$ cat config.mk
export PLATFORM = sky130hd
export DESIGN_NAME = elevator_destination_scheduler_core
export DESIGN_NICKNAME = d
export VERILOG_FILES = /design/src/sv/eds_pkg.sv /design/src/sv/eds_datapath.sv /design/src/sv/eds_ctrl.sv /design/src/sv/elevator_destination_scheduler_core.sv
export VERILOG_INCLUDE_DIRS = /design/src /design/src/sv
export SDC_FILE = /design/constraint.sdc
export NUM_CORES = 2
export LEC_CHECK = 0
export BUFFER_PORTS_ARGS = -buffer_cell sky130_fd_sc_hd__buf_2
export CAP_MARGIN = 20
export CORE_MARGIN = 1
export CORE_UTILIZATION = 40
export CTS_CLUSTER_DIAMETER = 40
export DETAILED_ROUTE_END_ITERATION = 10
export SLEW_MARGIN = 20
export SYNTH_ARGS = -nofsm -noshare
export SYNTH_HDL_FRONTEND = slang
export SYNTH_SLANG_ARGS = --single-unit
$ cat constraint.sdc
create_clock -name clk_i -period 11.15 [get_ports clk_i]
set_input_delay 0.5575 -clock clk_i [delete_from_list [all_inputs] [get_ports clk_i]]
set_output_delay 0.5575 -clock clk_i [all_outputs]
set_load 0.02 [all_outputs]
$ cat src/sv/assert_macros.svh
// Assertion macros for the RTL files; only the scheduler core uses them.
`ifndef ASSERT_MACROS_SVH
`define ASSERT_MACROS_SVH
// Assert that a property holds at every clock edge outside reset.
`define ASSERT_CLK(label, clk, rst_n, prop, msg) \
  label: assert property (@(posedge clk) disable iff (!rst_n) (prop)) else $error(msg);
// Assert that a property holds at every clock edge, with reset checked as well.
`define ASSERT_ALWAYS(label, clk, prop, msg) \
  label: assert property (@(posedge clk) (prop)) else $error(msg);
`endif

$ cat src/sv/eds_pkg.sv
// Package with constants, types and codes of the elevator destination scheduler.
`default_nettype none
package eds_pkg;
  localparam int FloorCount  = 16;
  localparam int CarCapacity = 8;
  localparam int QueueDepth  = 8;
  localparam int FloorW = $clog2(FloorCount);
  localparam int RiderW = $clog2(CarCapacity);
  localparam int SlotW  = $clog2(QueueDepth);
  localparam int CntW   = $clog2(QueueDepth + 1);
  localparam int LoadW  = $clog2(CarCapacity + 1);
  localparam int StoreW = FloorW + SlotW;

  typedef enum logic [1:0] {
    FuncTick    = 2'd0,
    FuncEnqueue = 2'd1,
    FuncBoard   = 2'd2,
    FuncAlight  = 2'd3
  } func_e;

  // Controller commands to the datapath.
  typedef struct packed {
    logic load;       // capture the input beat
    logic clr_prio;   // clear priority accumulators
    logic rider_acc;  // add rider k to its destination floor
    logic floor_acc;  // add floor f queue time
    logic cmp_init;   // start the best search
    logic cmp_step;   // compare floor f against best
    logic set_target; // write best to target
    logic move;       // step the car
    logic enqueue;    // perform enqueue
    logic board_rd;   // issue read of the head slot
    logic board_wr;   // board one person into rider k
    logic alight;     // alight rider k if bound for the current floor
    logic [RiderW-1:0] k;
    logic [FloorW-1:0] f;
  } cmd_t;

  typedef struct packed {
    func_e func;
    logic  at_target;
    logic  rider_free; // rider k is empty
    logic  queue_busy; // current floor has waiting people
  } sts_t;
endpackage
`default_nettype wire

$ cat src/sv/eds_datapath.sv
// Datapath: car, rider and queue state, priority sums and best search.
`default_nettype none
module eds_datapath import eds_pkg::*; (
  input  wire logic              clk_i,
  input  wire logic              rst_ni,
  input  wire logic              prefer_top_i,
  input  wire logic [1:0]        func_i,
  input  wire logic [15:0]       now_i,
  input  wire logic [3:0]        call_floor_i,
  input  wire logic [3:0]        trip_floor_i,
  input  wire cmd_t              cmd_i,
  output sts_t                   sts_o,
  output logic [3:0]             car_floor_o,
  output logic [3:0]             target_floor_o,
  output logic [3:0]             riders_o,
  output logic [3:0]             boarded_o,
  output logic [3:0]             alighted_o,
  output logic                   status_o
);
  logic [1:0]  func_q;
  logic [15:0] now_q;
  logic [3:0]  call_q, trip_q;
  logic [FloorW-1:0] pos_q, tgt_q;
  logic [CarCapacity-1:0] rv_q;
  logic [FloorW-1:0] rdest_q [CarCapacity];
  logic [15:0] rtime_q [CarCapacity];
  logic [SlotW-1:0] head_q [FloorCount];
  logic [CntW-1:0]  cnt_q [FloorCount];
  logic [15:0] stamp_q [FloorCount];
  logic [31:0] prio_q [FloorCount];
  logic [31:0] best_p_q;
  logic [FloorW-1:0] best_q;
  logic [3:0] boarded_q, alighted_q;
  logic status_q;
  logic [FloorW-1:0] mem_q [2**StoreW];
  logic [FloorW-1:0] rd_q;
  logic [LoadW-1:0] load;
  logic full;
  logic [SlotW-1:0] slot;
  logic enq_ok;
  logic cmp_take;

  always_comb begin
    load = '0;
    for (int i = 0; i < CarCapacity; i++) load = load + LoadW'(rv_q[i]);
  end
  assign full = (load == LoadW'(CarCapacity));
  assign slot = SlotW'((32'(head_q[call_q[FloorW-1:0]]) + 32'(cnt_q[call_q[FloorW-1:0]]))
                % QueueDepth);
  assign enq_ok = (32'(call_q) < FloorCount) && (32'(trip_q) < FloorCount) &&
                  (cnt_q[call_q[FloorW-1:0]] < CntW'(QueueDepth));

  // The compared floor takes the lead when it beats the best so far, or ties with
  // the top-floor preference set.
  assign cmp_take = cmd_i.cmp_step && ((prio_q[cmd_i.f] > best_p_q) ||
                    (prefer_top_i && prio_q[cmd_i.f] == best_p_q));

  always_ff @(posedge clk_i) begin
    if (cmd_i.enqueue && enq_ok) mem_q[{call_q[FloorW-1:0], slot}] <= trip_q[FloorW-1:0];
    if (cmd_i.board_rd) rd_q <= mem_q[{pos_q, head_q[pos_q]}];
  end

  always_ff @(posedge clk_i) begin
    if (cmd_i.load) begin
      func_q <= func_i; now_q <= now_i; call_q <= call_floor_i; trip_q <= trip_floor_i;
    end
    if (cmd_i.board_wr) begin
      rdest_q[cmd_i.k] <= rd_q;
      rtime_q[cmd_i.k] <= now_q;
    end
  end

  always_ff @(posedge clk_i or negedge rst_ni) begin
    if (!rst_ni) begin
      pos_q <= '0; tgt_q <= '0; rv_q <= '0;
      best_q <= '0; best_p_q <= '0;
      boarded_q <= '0; alighted_q <= '0; status_q <= 1'b0;
      for (int i = 0; i < FloorCount; i++) begin
        head_q[i] <= '0; cnt_q[i] <= '0; stamp_q[i] <= '0; prio_q[i] <= '0;
      end
    end else begin
      if (cmd_i.load) begin
        boarded_q <= '0; alighted_q <= '0; status_q <= 1'b0;
      end
      if (cmd_i.clr_prio)
        for (int i = 0; i < FloorCount; i++) prio_q[i] <= '0;
      if (cmd_i.rider_acc && rv_q[cmd_i.k])
        prio_q[rdest_q[cmd_i.k]] <= prio_q[rdest_q[cmd_i.k]] +
                                    32'(16'(now_q - rtime_q[cmd_i.k]));
      if (cmd_i.floor_acc && !full && cnt_q[cmd_i.f] != '0)
        prio_q[cmd_i.f] <= prio_q[cmd_i.f] + 32'(16'(now_q - stamp_q[cmd_i.f]));
      if (cmd_i.cmp_init) begin
        best_q <= '0; best_p_q <= prio_q[0];
      end
      if (cmp_take) begin
        best_q <= cmd_i.f; best_p_q <= prio_q[cmd_i.f];
      end
      // The last compare lands in the same cycle as the target write.
      if (cmd_i.set_target) tgt_q <= cmp_take ? cmd_i.f : best_q;
      if (cmd_i.move) begin
        if (pos_q > tgt_q) pos_q <= pos_q - 1'b1;
        else if (pos_q < tgt_q) pos_q <= pos_q + 1'b1;
      end
      if (cmd_i.enqueue) begin
        if (enq_ok) begin
          if (cnt_q[call_q[FloorW-1:0]] == '0) stamp_q[call_q[FloorW-1:0]] <= now_q;
          cnt_q[call_q[FloorW-1:0]] <= cnt_q[call_q[FloorW-1:0]] + 1'b1;
        end else begin
          status_q <= 1'b1;
        end
      end
      if (cmd_i.board_wr) begin
        rv_q[cmd_i.k] <= 1'b1;
        head_q[pos_q] <= SlotW'((32'(head_q[pos_q]) + 1) % QueueDepth);
        cnt_q[pos_q] <= cnt_q[pos_q] - 1'b1;
        stamp_q[pos_q] <= now_q;
        boarded_q <= boarded_q + 1'b1;
      end
      if (cmd_i.alight && rv_q[cmd_i.k] && rdest_q[cmd_i.k] == pos_q) begin
        rv_q[cmd_i.k] <= 1'b0;
        alighted_q <= alighted_q + 1'b1;
      end
    end
  end

  assign sts_o.func       = func_e'(func_q);
  assign sts_o.at_target  = (pos_q == tgt_q);
  assign sts_o.rider_free = !rv_q[cmd_i.k];
  assign sts_o.queue_busy = (cnt_q[pos_q] != '0);
  assign car_floor_o    = 4'(pos_q);
  assign target_floor_o = 4'(tgt_q);
  assign riders_o       = 4'(load);
  assign boarded_o      = boarded_q;
  assign alighted_o     = alighted_q;
  assign status_o       = status_q;
endmodule
`default_nettype wire

$ cat src/sv/eds_ctrl.sv
// Controller: sequences each item through the datapath and runs the handshakes.
`default_nettype none
module eds_ctrl import eds_pkg::*; (
  input  wire logic clk_i,
  input  wire logic rst_ni,
  input  wire logic in_valid,
  output logic      in_stall,
  output logic      out_valid,
  input  wire logic out_stall,
  input  wire sts_t sts_i,
  output cmd_t      cmd_o
);
  typedef enum logic [7:0] {
    SIdle  = 8'b00000001,
    SDisp  = 8'b00000010,
    SRider = 8'b00000100,
    SFloor = 8'b00001000,
    SCmp   = 8'b00010000,
    SMove  = 8'b00100000,
    SBoard = 8'b01000000,
    SOut   = 8'b10000000
  } state_e;

  state_e state_q, state_d;
  logic [RiderW-1:0] k_q, k_d;
  logic [FloorW-1:0] f_q, f_d;
  logic rd_q, rd_d; // head read issued for rider k, or best search started

  always_comb begin
    state_d = state_q; k_d = k_q; f_d = f_q; rd_d = rd_q;
    cmd_o = '0;
    cmd_o.k = k_q; cmd_o.f = f_q;
    in_stall = 1'b1;
    out_valid = 1'b0;
    unique case (state_q)
      SIdle: begin
        in_stall = 1'b0;
        if (in_valid) begin
          cmd_o.load = 1'b1; state_d = SDisp;
        end
      end
      SDisp: begin
        k_d = '0; f_d = '0; rd_d = 1'b0;
        case (sts_i.func)
          FuncTick: begin
            if (sts_i.at_target) begin
              cmd_o.clr_prio = 1'b1; state_d = SRider;
            end else state_d = SMove;
          end
          FuncEnqueue: begin
            cmd_o.enqueue = 1'b1; state_d = SOut;
          end
          FuncBoard: state_d = SBoard;
          default:   state_d = SRider;
        endcase
      end
      SRider: begin
        if (sts_i.func == FuncAlight) cmd_o.alight = 1'b1;
        else cmd_o.rider_acc = 1'b1;
        k_d = k_q + 1'b1;
        if (32'(k_q) == CarCapacity - 1)
          state_d = (sts_i.func == FuncAlight) ? SOut : SFloor;
      end
      SFloor: begin
        cmd_o.floor_acc = 1'b1;
        f_d = f_q + 1'b1;
        if (32'(f_q) == FloorCount - 1) begin
          f_d = FloorW'(1); state_d = SCmp;
        end
      end
      SCmp: begin
        if (f_q == FloorW'(1) && !rd_q) begin
          cmd_o.cmp_init = 1'b1; rd_d = 1'b1;
        end else begin
          cmd_o.cmp_step = 1'b1;
          f_d = f_q + 1'b1;
          if (32'(f_q) == FloorCount - 1) begin
            cmd_o.set_target = 1'b1; state_d = SMove;
          end
        end
      end
      SMove: begin
        cmd_o.move = 1'b1; state_d = SOut;
      end
      SBoard: begin
        if (!sts_i.queue_busy) state_d = SOut;
        else if (!sts_i.rider_free) begin
          k_d = k_q + 1'b1;
          if (32'(k_q) == CarCapacity - 1) state_d = SOut;
        end else if (!rd_q) begin
          cmd_o.board_rd = 1'b1; rd_d = 1'b1;
        end else begin
          cmd_o.board_wr = 1'b1; rd_d = 1'b0;
          k_d = k_q + 1'b1;
          if (32'(k_q) == CarCapacity - 1) state_d = SOut;
        end
      end
      SOut: begin
        out_valid = 1'b1;
        if (!out_stall) state_d = SIdle;
      end
      default: state_d = SIdle;
    endcase
  end

  always_ff @(posedge clk_i or negedge rst_ni) begin
    if (!rst_ni) begin
      state_q <= SIdle; k_q <= '0; f_q <= '0; rd_q <= 1'b0;
    end else begin
      state_q <= state_d; k_q <= k_d; f_q <= f_d; rd_q <= rd_d;
    end
  end
endmodule
`default_nettype wire

$ cat src/sv/elevator_destination_scheduler_core.sv
// Top level of the elevator destination scheduler: controller plus datapath.
// An accepted item walks the sequencer to its output beat: an enqueue passes dispatch
// alone, a plain tick dispatch and a car move, alight every rider slot, board the
// rider slots with a head read per boarding, and a tick with a new target the rider
// slots, floors, best search and a car move. One item at a time; the next beat is taken the cycle
// after the result is taken, so the sequencer walking riders and floors sets the rate.
// Reset (rst_ni low, asynchronous) clears the car, rider valid bits, queue heads,
// counts and stamps; the queue store itself is not cleared and needs no sweep.
`default_nettype none
`include "assert_macros.svh"
module elevator_destination_scheduler_core import eds_pkg::*; (
  input  wire logic       clk_i,
  input  wire logic       rst_ni,
  input  wire logic       cfg_valid,
  output logic            cfg_ready,
  input  wire logic       cfg_prefer_top_i,
  input  wire logic       in_valid,
  output logic            in_stall,
  input  wire logic [1:0] func_i,
  input  wire logic [15:0] now_i,
  input  wire logic [3:0] call_floor_i,
  input  wire logic [3:0] trip_floor_i,
  output logic            out_valid,
  input  wire logic       out_stall,
  output logic [3:0]      car_floor_o,
  output logic [3:0]      target_floor_o,
  output logic [3:0]      riders_o,
  output logic [3:0]      boarded_o,
  output logic [3:0]      alighted_o,
  output logic            status_o
);
  // The tie-break register is always writable; the user must write it only while idle, the block does not enforce it.
  logic prefer_top_q;
  cmd_t cmd;
  sts_t sts;

  assign cfg_ready = 1'b1;
  always_ff @(posedge clk_i or negedge rst_ni) begin
    if (!rst_ni) prefer_top_q <= 1'b0;
    else if (cfg_valid && cfg_ready) prefer_top_q <= cfg_prefer_top_i;
  end

  eds_ctrl u_ctrl (
    .clk_i, .rst_ni, .in_valid, .in_stall, .out_valid, .out_stall,
    .sts_i(sts), .cmd_o(cmd)
  );

  eds_datapath u_dp (
    .clk_i, .rst_ni, .prefer_top_i(prefer_top_q), .func_i, .now_i,
    .call_floor_i, .trip_floor_i, .cmd_i(cmd), .sts_o(sts),
    .car_floor_o, .target_floor_o, .riders_o, .boarded_o, .alighted_o, .status_o
  );

  // The car never holds more riders than its capacity.
  `ASSERT_CLK(a_riders, clk_i, rst_ni, riders_o <= 4'(CarCapacity), "rider overflow")
  // An input beat is never taken while a result beat is pending.
  `ASSERT_CLK(a_excl, clk_i, rst_ni, !(out_valid && !in_stall), "in and out overlap")
  // A result beat that is stalled keeps its car floor.
  `ASSERT_CLK(a_hold, clk_i, rst_ni, out_valid && out_stall |=> out_valid && $stable(car_floor_o), "result dropped")
endmodule
`default_nettype wire
* Word-level counts from Yosys, hierarchy flattened
Memory sizes are Yosys's and may differ from the RTL's. A register that Yosys moved wholly into a read port is not among the register bits.
Index checks and enable logic that the tools add are counted.
** Word-level totals
- Output and inout port bits :: 24
- Bits in writable memories :: 672
- Flip-flop bits (word level) :: 984
- Memories kept :: 3
** Memories
- u_dp.mem_q :: words 128, width 4, read ports 1, clocked after memory_dff 1, wr ports 1, line eds_datapath.sv:35 : logic [FloorW-1:0] mem_q [2**StoreW];
- u_dp.rtime_q :: words 8, width 16, read ports 1, clocked after memory_dff 0, wr ports 1, line eds_datapath.sv:26 : logic [15:0] rtime_q [CarCapacity];
- u_dp.rdest_q :: words 8, width 4, read ports 1, clocked after memory_dff 0, wr ports 1, line eds_datapath.sv:25 : logic [FloorW-1:0] rdest_q [CarCapacity];
** Cells by class
- Order comparisons :: 14
- Bitwise operators :: 7
- Reductions and logical operators :: 33
- Mux-type cells :: 127
- $add $sub $neg :: 21
- Eq/ne operators :: 29
** Operator list (count)
- 512-bit 2-to-1 mux :: 3
- 512-bit bitwise mux :: 2
- 256-bit 2-to-1 mux :: 4
- 256-bit bitwise mux :: 2
- 32-bit binary-select mux with 4-bit select :: 2
- 32-bit demux with 4-bit select :: 2
- 32-bit 2-to-1 mux :: 8
- 64-bit 2-to-1 mux :: 3
- 64-bit bitwise mux :: 2
- 16-bit demux with 4-bit select :: 2
- 8-bit 2-to-1 mux :: 13
- 4-bit 2-to-1 mux :: 18
- 32-bit by 16-bit adder with 32-bit output :: 2
- 16-bit binary-select mux with 4-bit select :: 1
- 16-bit 2-to-1 mux :: 4
- 8-bit one-hot mux with 8 select lines :: 1
- 4-bit binary-select mux with 4-bit select :: 3
- 48-bit bitwise mux :: 1
- 4-bit demux with 4-bit select :: 2
- 32-bit == test :: 1
- 32-bit greater-than comparator :: 1
- 16-bit subtractor :: 2
- 1-bit 2-to-1 mux :: 31
- 3-bit 2-to-1 mux :: 9
- other kinds (57) :: 112

* Logic depth before layout (Yosys ltp)
- Word-level depth :: 12
- Mapped depth :: 35
- Gate-level depth less buffers :: 29

* Modules after synthesis
Synthesis repeated with hierarchy kept, for this count alone.
** Second synthesis, totals
- Cells, all modules :: 7525
- Area total of the unflattened synthesis :: 86551.8 µm²
** By module, submodules not included
- eds_datapath :: cells an instance 7396, area an instance 85374.4 µm², instances 1
- eds_ctrl :: cells an instance 125, area an instance 1126.1 µm², instances 1
- elevator_destination_scheduler_core :: cells an instance 4, area an instance 51.3 µm², instances 1

* Worst setup path before layout
Ideal clock, no wire load.
- Path type :: register to register
- From :: register u_ctrl.f_q[0]
- To :: register u_dp.prio_q[255] (netlist name)
- Data arrival time :: 8.034 ns
- Library setup time :: 0.147 ns
- Path buffers :: 9
- Cell stages (with the launch flop) :: 32
- Setup slack :: 2.970 ns
- Cell sequence :: dfrtp_1 -> buf_2 -> buf_2 -> buf_2 -> buf_2 -> buf_2 -> buf_2 -> clkbuf_1 -> buf_2 -> mux4_2 -> mux4_2 -> inv_1 -> ha_1 -> a21o_1 -> a21oi_1 -> o21ai_0 -> a21oi_1 -> o21bai_1 -> a21oi_1 -> xnor2_1 -> ha_1 -> a21o_1 -> a21o_1 -> a21o_1 -> a2111oi_0 -> nor3_1 -> o31a_1 -> nand4_1 -> nor2_1 -> xnor2_1 -> clkbuf_1 -> a211oi_2
** On the way
- Longest elaborated chain between the ends :: 8
- Elaborated cells on any way between the ends :: 21
- Classes of those cells :: add/sub (2); order compare (2); mux (13); bitwise (1); reduce/logical (3)
** RTL lines
- start: declaration :: line eds_ctrl.sv:26 : logic [FloorW-1:0] f_q, f_d;
- start signal: assignment :: line eds_ctrl.sv:108 : state_q <= SIdle; k_q <= '0; f_q <= '0; rd_q <= 1'b0;
- start signal: assignment :: line eds_ctrl.sv:110 : state_q <= state_d; k_q <= k_d; f_q <= f_d; rd_q <= rd_d;
- 4-bit NOT with 5-bit output (implied by the code) * :: line eds_datapath.sv:90, eds_datapath.sv:91
- 16-bit binary-select mux with 4-bit select :: line eds_datapath.sv:91 : prio_q[cmd_i.f] <= prio_q[cmd_i.f] + 32'(16'(now_q - stamp_q[cmd_i.f]));
- 16-bit 2-to-1 mux (implied by the code) (2 in a row) :: line eds_datapath.sv:91
- 16-bit subtractor :: line eds_datapath.sv:91
- 32-bit by 16-bit adder with 32-bit output :: line eds_datapath.sv:91
- 512-bit bitwise mux :: line eds_datapath.sv:91
- 512-bit 2-to-1 mux * :: line eds_datapath.sv:90 : if (cmd_i.floor_acc && !full && cnt_q[cmd_i.f] != '0)
- end signal: indexed assignment :: line eds_datapath.sv:88 : prio_q[rdest_q[cmd_i.k]] <= prio_q[rdest_q[cmd_i.k]] +
- end signal: indexed assignment :: line eds_datapath.sv:91
- end: declaration :: line eds_datapath.sv:30 : logic [31:0] prio_q [FloorCount];
Every way passes the cells marked *; elsewhere a longest branch is shown, timed or not. The select of a mux whose other input is x is not followed.
A chain may end at the register's enable or synchronous reset.

* Final worst setup path
- From :: register u_ctrl.k_q[2]
- To :: register u_dp.prio_q[508] (netlist name)
** On the way
- Longest elaborated chain between the ends :: 10
- Elaborated cells on any way between the ends :: 20
- Classes of those cells :: add/sub (2); order compare (2); mux (11); bitwise (1); reduce/logical (2); memory (2)
** RTL lines
- start: declaration :: line eds_ctrl.sv:25 : logic [RiderW-1:0] k_q, k_d;
- start signal: assignment :: line eds_ctrl.sv:108
- start signal: assignment :: line eds_ctrl.sv:110
- parallel branches: the longest is 7 deep, another holds 32-bit by 16-bit adder with 32-bit output
- 512-bit 2-to-1 mux * :: line eds_datapath.sv:87 : if (cmd_i.rider_acc && rv_q[cmd_i.k])
- 512-bit bitwise mux :: line eds_datapath.sv:91
- 512-bit 2-to-1 mux * :: line eds_datapath.sv:90
Every way passes the cells marked *. The select of a mux whose other input is x is not followed.

==> flow_metrics.py <==
metrics = {
    "status": {
        "status": "completed",
    },
    "pwr": {
        "pwr_density_cell_mw_per_mm2": 221,
        "leakage_uw": 0.0388,
        "ir_drop_mv": 0.283,
        "total_power_uw": 21700,
    },
    "worst_setup_path": {
        "reg2reg_setup_slack_ns": 2.21,
        "crit_type": "flip-flop to flip-flop",
        "crit_top_cell": "o21ai_0",
        "crit_buf_inv": 1,
        "critPathMaxStageDelay_ns": 0.93,
        "crit_required_ns": 11.93,
        "startpoint_type": "flip-flop",
        "cpLargestDelayFamily": "compound AO/OA/AOI/OAI gates",
        "cp_max_fo": 35,
        "cp_slowest_cell": "dfrtp_2",
        "endpoint_kind": "flip-flop",
        "arrival_ns": 9.72,
    },
    "sta": {
        "slew_headroom_pct": 18.3,
        "rsz0062_at_grt": "false",
        "fin_skew_ns": 0.0921,
        "fmax_ghz": 0.112,
        "timing.hold.ws_ns": 0.148,
        "fin_crit_sh_pct": 80.2,
        "report.final.setup_viol": 0,
        "tns_ns": 0,
        "setup_slack_ns": 2.21,
        "report.final.slew_viol_count": 0,
        "finalHoldViolCount": 0,
        "tightestPinTransition_ns": 1.22,
        "post-route-min-period_ns": 8.94,
    },
    "finish": {
        "final_cell_mix": "dfrtp_1 (949), edfxtp_1 (702), a21oi_1 (645), mux4_2 (580), nor2_1 (544)",
        "post-route-util_pct": 46.8,
        "fin_nets": 6851,
        "drive_above_1_share_pct": 25.6,
        "final_common_cell": "dfrtp_1",
        "syn2layout_area_growth_pct": 15.8,
    },
    "global_route": {
        "antenna_found_initial": 8,
        "grt_pass1_wl_um": 418000,
        "use_met3_pct": 6.35,
        "grt_pass1_vias": 62127,
        "grt_overflow": 0,
        "use_met1_pct": 35.0,
        "busiest_layer": "met2",
        "grt_max_degree": 217,
        "track_usage_pct": 25.9,
        "use_met2_pct": 39.2,
    },
    "cts": {
        "cts_max_level": 5,
        "root_buffer": "clkbuf_16",
        "clkSlewWorstSetupHoldPaths_ns": 0.06,
        "post_cts_buffers": 0,
        "cts_tree": "yes",
        "cts_resized": 0,
        "cts_num_sinks": 1660,
        "cts_buffers": 286,
        "clk_latency_ns": 0.94,
        "ctsHoldBuffers": 30,
        "clockBufferDepth": 4,
    },
    "placed_design": {
        "pre_cts_ws_ns": 2.41,
        "place_congestion": 0.925,
        "io_buffers": 54,
        "dp_hpwl_um": 168000,
    },
    "detailed_routing": {
        "dr.pass1.iters": 8,
        "drtAntennaViolNets": 0,
        "drc": 0,
        "wl_um": 282000,
        "avgRoutedWirePerCell_um": 29.0,
        "drt-initial-drc-count": 8553,
        "via_per_inst": 6.46,
        "via_count": 62613,
    },
    "synth": {
        "synth_ff_type": "dfrtp_1",
        "ys_ff_latch": 1660,
        "ys_warn_count": 0,
        "syn_nets": 6878,
        "synthCells": 6714,
        "syn_area_sq_mm": 0.0851,
        "synth-async-reset-ratio_pct": 57.7,
        "synth_cell_types": 88,
        "yosysSeqAreaShare_pct": 52.9,
        "avgSynthCellArea_sq_um": 12.7,
        "synth-edff-count": 702,
    },
    "die": {
        "rows": 168,
        "top_level_ports": 56,
        "die_area_sq_mm": 0.215,
        "core-area_sq_mm": 0.211,
        "initial_utilization_pct": 40.4,
        "die_y_um": 463,
        "die_width_um": 463,
    },
    "job": {
        "maxCapViolCount": 0,
    },
    "worst_hold_path": {
        "worst_hold_path_type": "input pin to flip-flop",
    },
}
-- through the flow --
step,std cells,area (sq um)
final,9697,98500
after global routing,9696,98500
after CTS,9694,98500
after detailed placement,9172,88600
after global placement,9171,88600
after floorplan,6714,85100
-- final timing paths --
check / from / end / cells after the start
setup / recovery: u_ctrl.k_q[2]$_DFFE_PN0P_ / u_dp.prio_q[508]$_DFF_PN0_ / 29
hold / removal: in_valid / u_ctrl.state_q[1]$_DFFE_PN0P_ / 4
setup reg to reg: u_ctrl.k_q[2]$_DFFE_PN0P_ / u_dp.prio_q[508]$_DFF_PN0_ / 29
hold reg to reg: u_dp.best_p_q[0]$_DFFE_PN0P_ / u_dp.best_p_q[0]$_DFFE_PN0P_ / 1
max in group asynchronous: rst_ni / u_dp.prio_q[351]$_DFF_PN0_ / 5
min in group asynchronous: rst_ni / u_dp.stamp_q[169]$_DFF_PN0_ / 2
-- registers in the layout, summed over array words and instances (netlist names), 8 cells and up --
register        count
u_ctrl.state_q      8
u_dp.best_p_q      32
u_dp.cnt_q         64
u_dp.head_q        48
u_dp.mem_q        512
u_dp.now_q         16
u_dp.prio_q       512
u_dp.rdest_q       32
u_dp.rtime_q      128
u_dp.rv_q           8
u_dp.stamp_q      256
-- worst reg2reg max path: cells and delay by family (launching register included) --
kind                     cells  cell delay, ns
flip-flops                   1            0.93
adder cells (fa/ha/maj)      2            0.69
XOR/XNOR                     2            1.00
AND/OR/NAND/NOR              7            1.12
buffers and inverters        1            0.08
AO/OA/AOI/OAI               17            5.00
-- layer usage --
metal	share of wire, %	routed length, um
met1	39	111000
met2	45	127000
met3	11	29700
met4	4.9	13800
met5	0.025	69
-- area by class of cell --
cell class | count | area (sq um)
Antenna cell | 1 | 2.50
Clock buffer | 339 | 7760
Clock inverter | 153 | 1780
Fill cell | 18498 | 112000
Inverter | 114 | 428
Multi-Input combinational cell | 4342 | 37800
Sequential cell | 1660 | 45100
Tap cell | 2805 | 3510
Timing Repair Buffer | 283 | 2210
-- cell families after synthesis --
family	after synthesis	share of synthesized area, %
adders and majority gates	132	2.03
muxes	940	20.1
xor gates and xnor gates	102	1.08
AOI/OAI and AO/OA	1635	12.3
other	1	0.00441
and+or+nand+nor	1532	8.14
DFF	1660	52.9
buffers and inverters	712	3.36
-- power by group --
part / switching (uW) / internal, uW
logic: 4010 / 1810
registers: 286 / 6810
clock network: 3190 / 5620
total: 7490 / 14200
-- synth_stat cells (all sizes together) (114+ instances only) --
cell type  instances  area, sq um
a21oi            646         3230
a311oi           200         1750
and3             137          857
buf              142          717
clkbuf           456         1710
dfrtp            957        23900
edfxtp           702        21100
ha               122         1530
inv              114          428
mux2             289         3260
mux4             586        13200
nand2            432         1620
nand3            114          583
nor2             569         2140
o21ai            287         1440
Note: power is estimated with default switching activity, not from simulation.
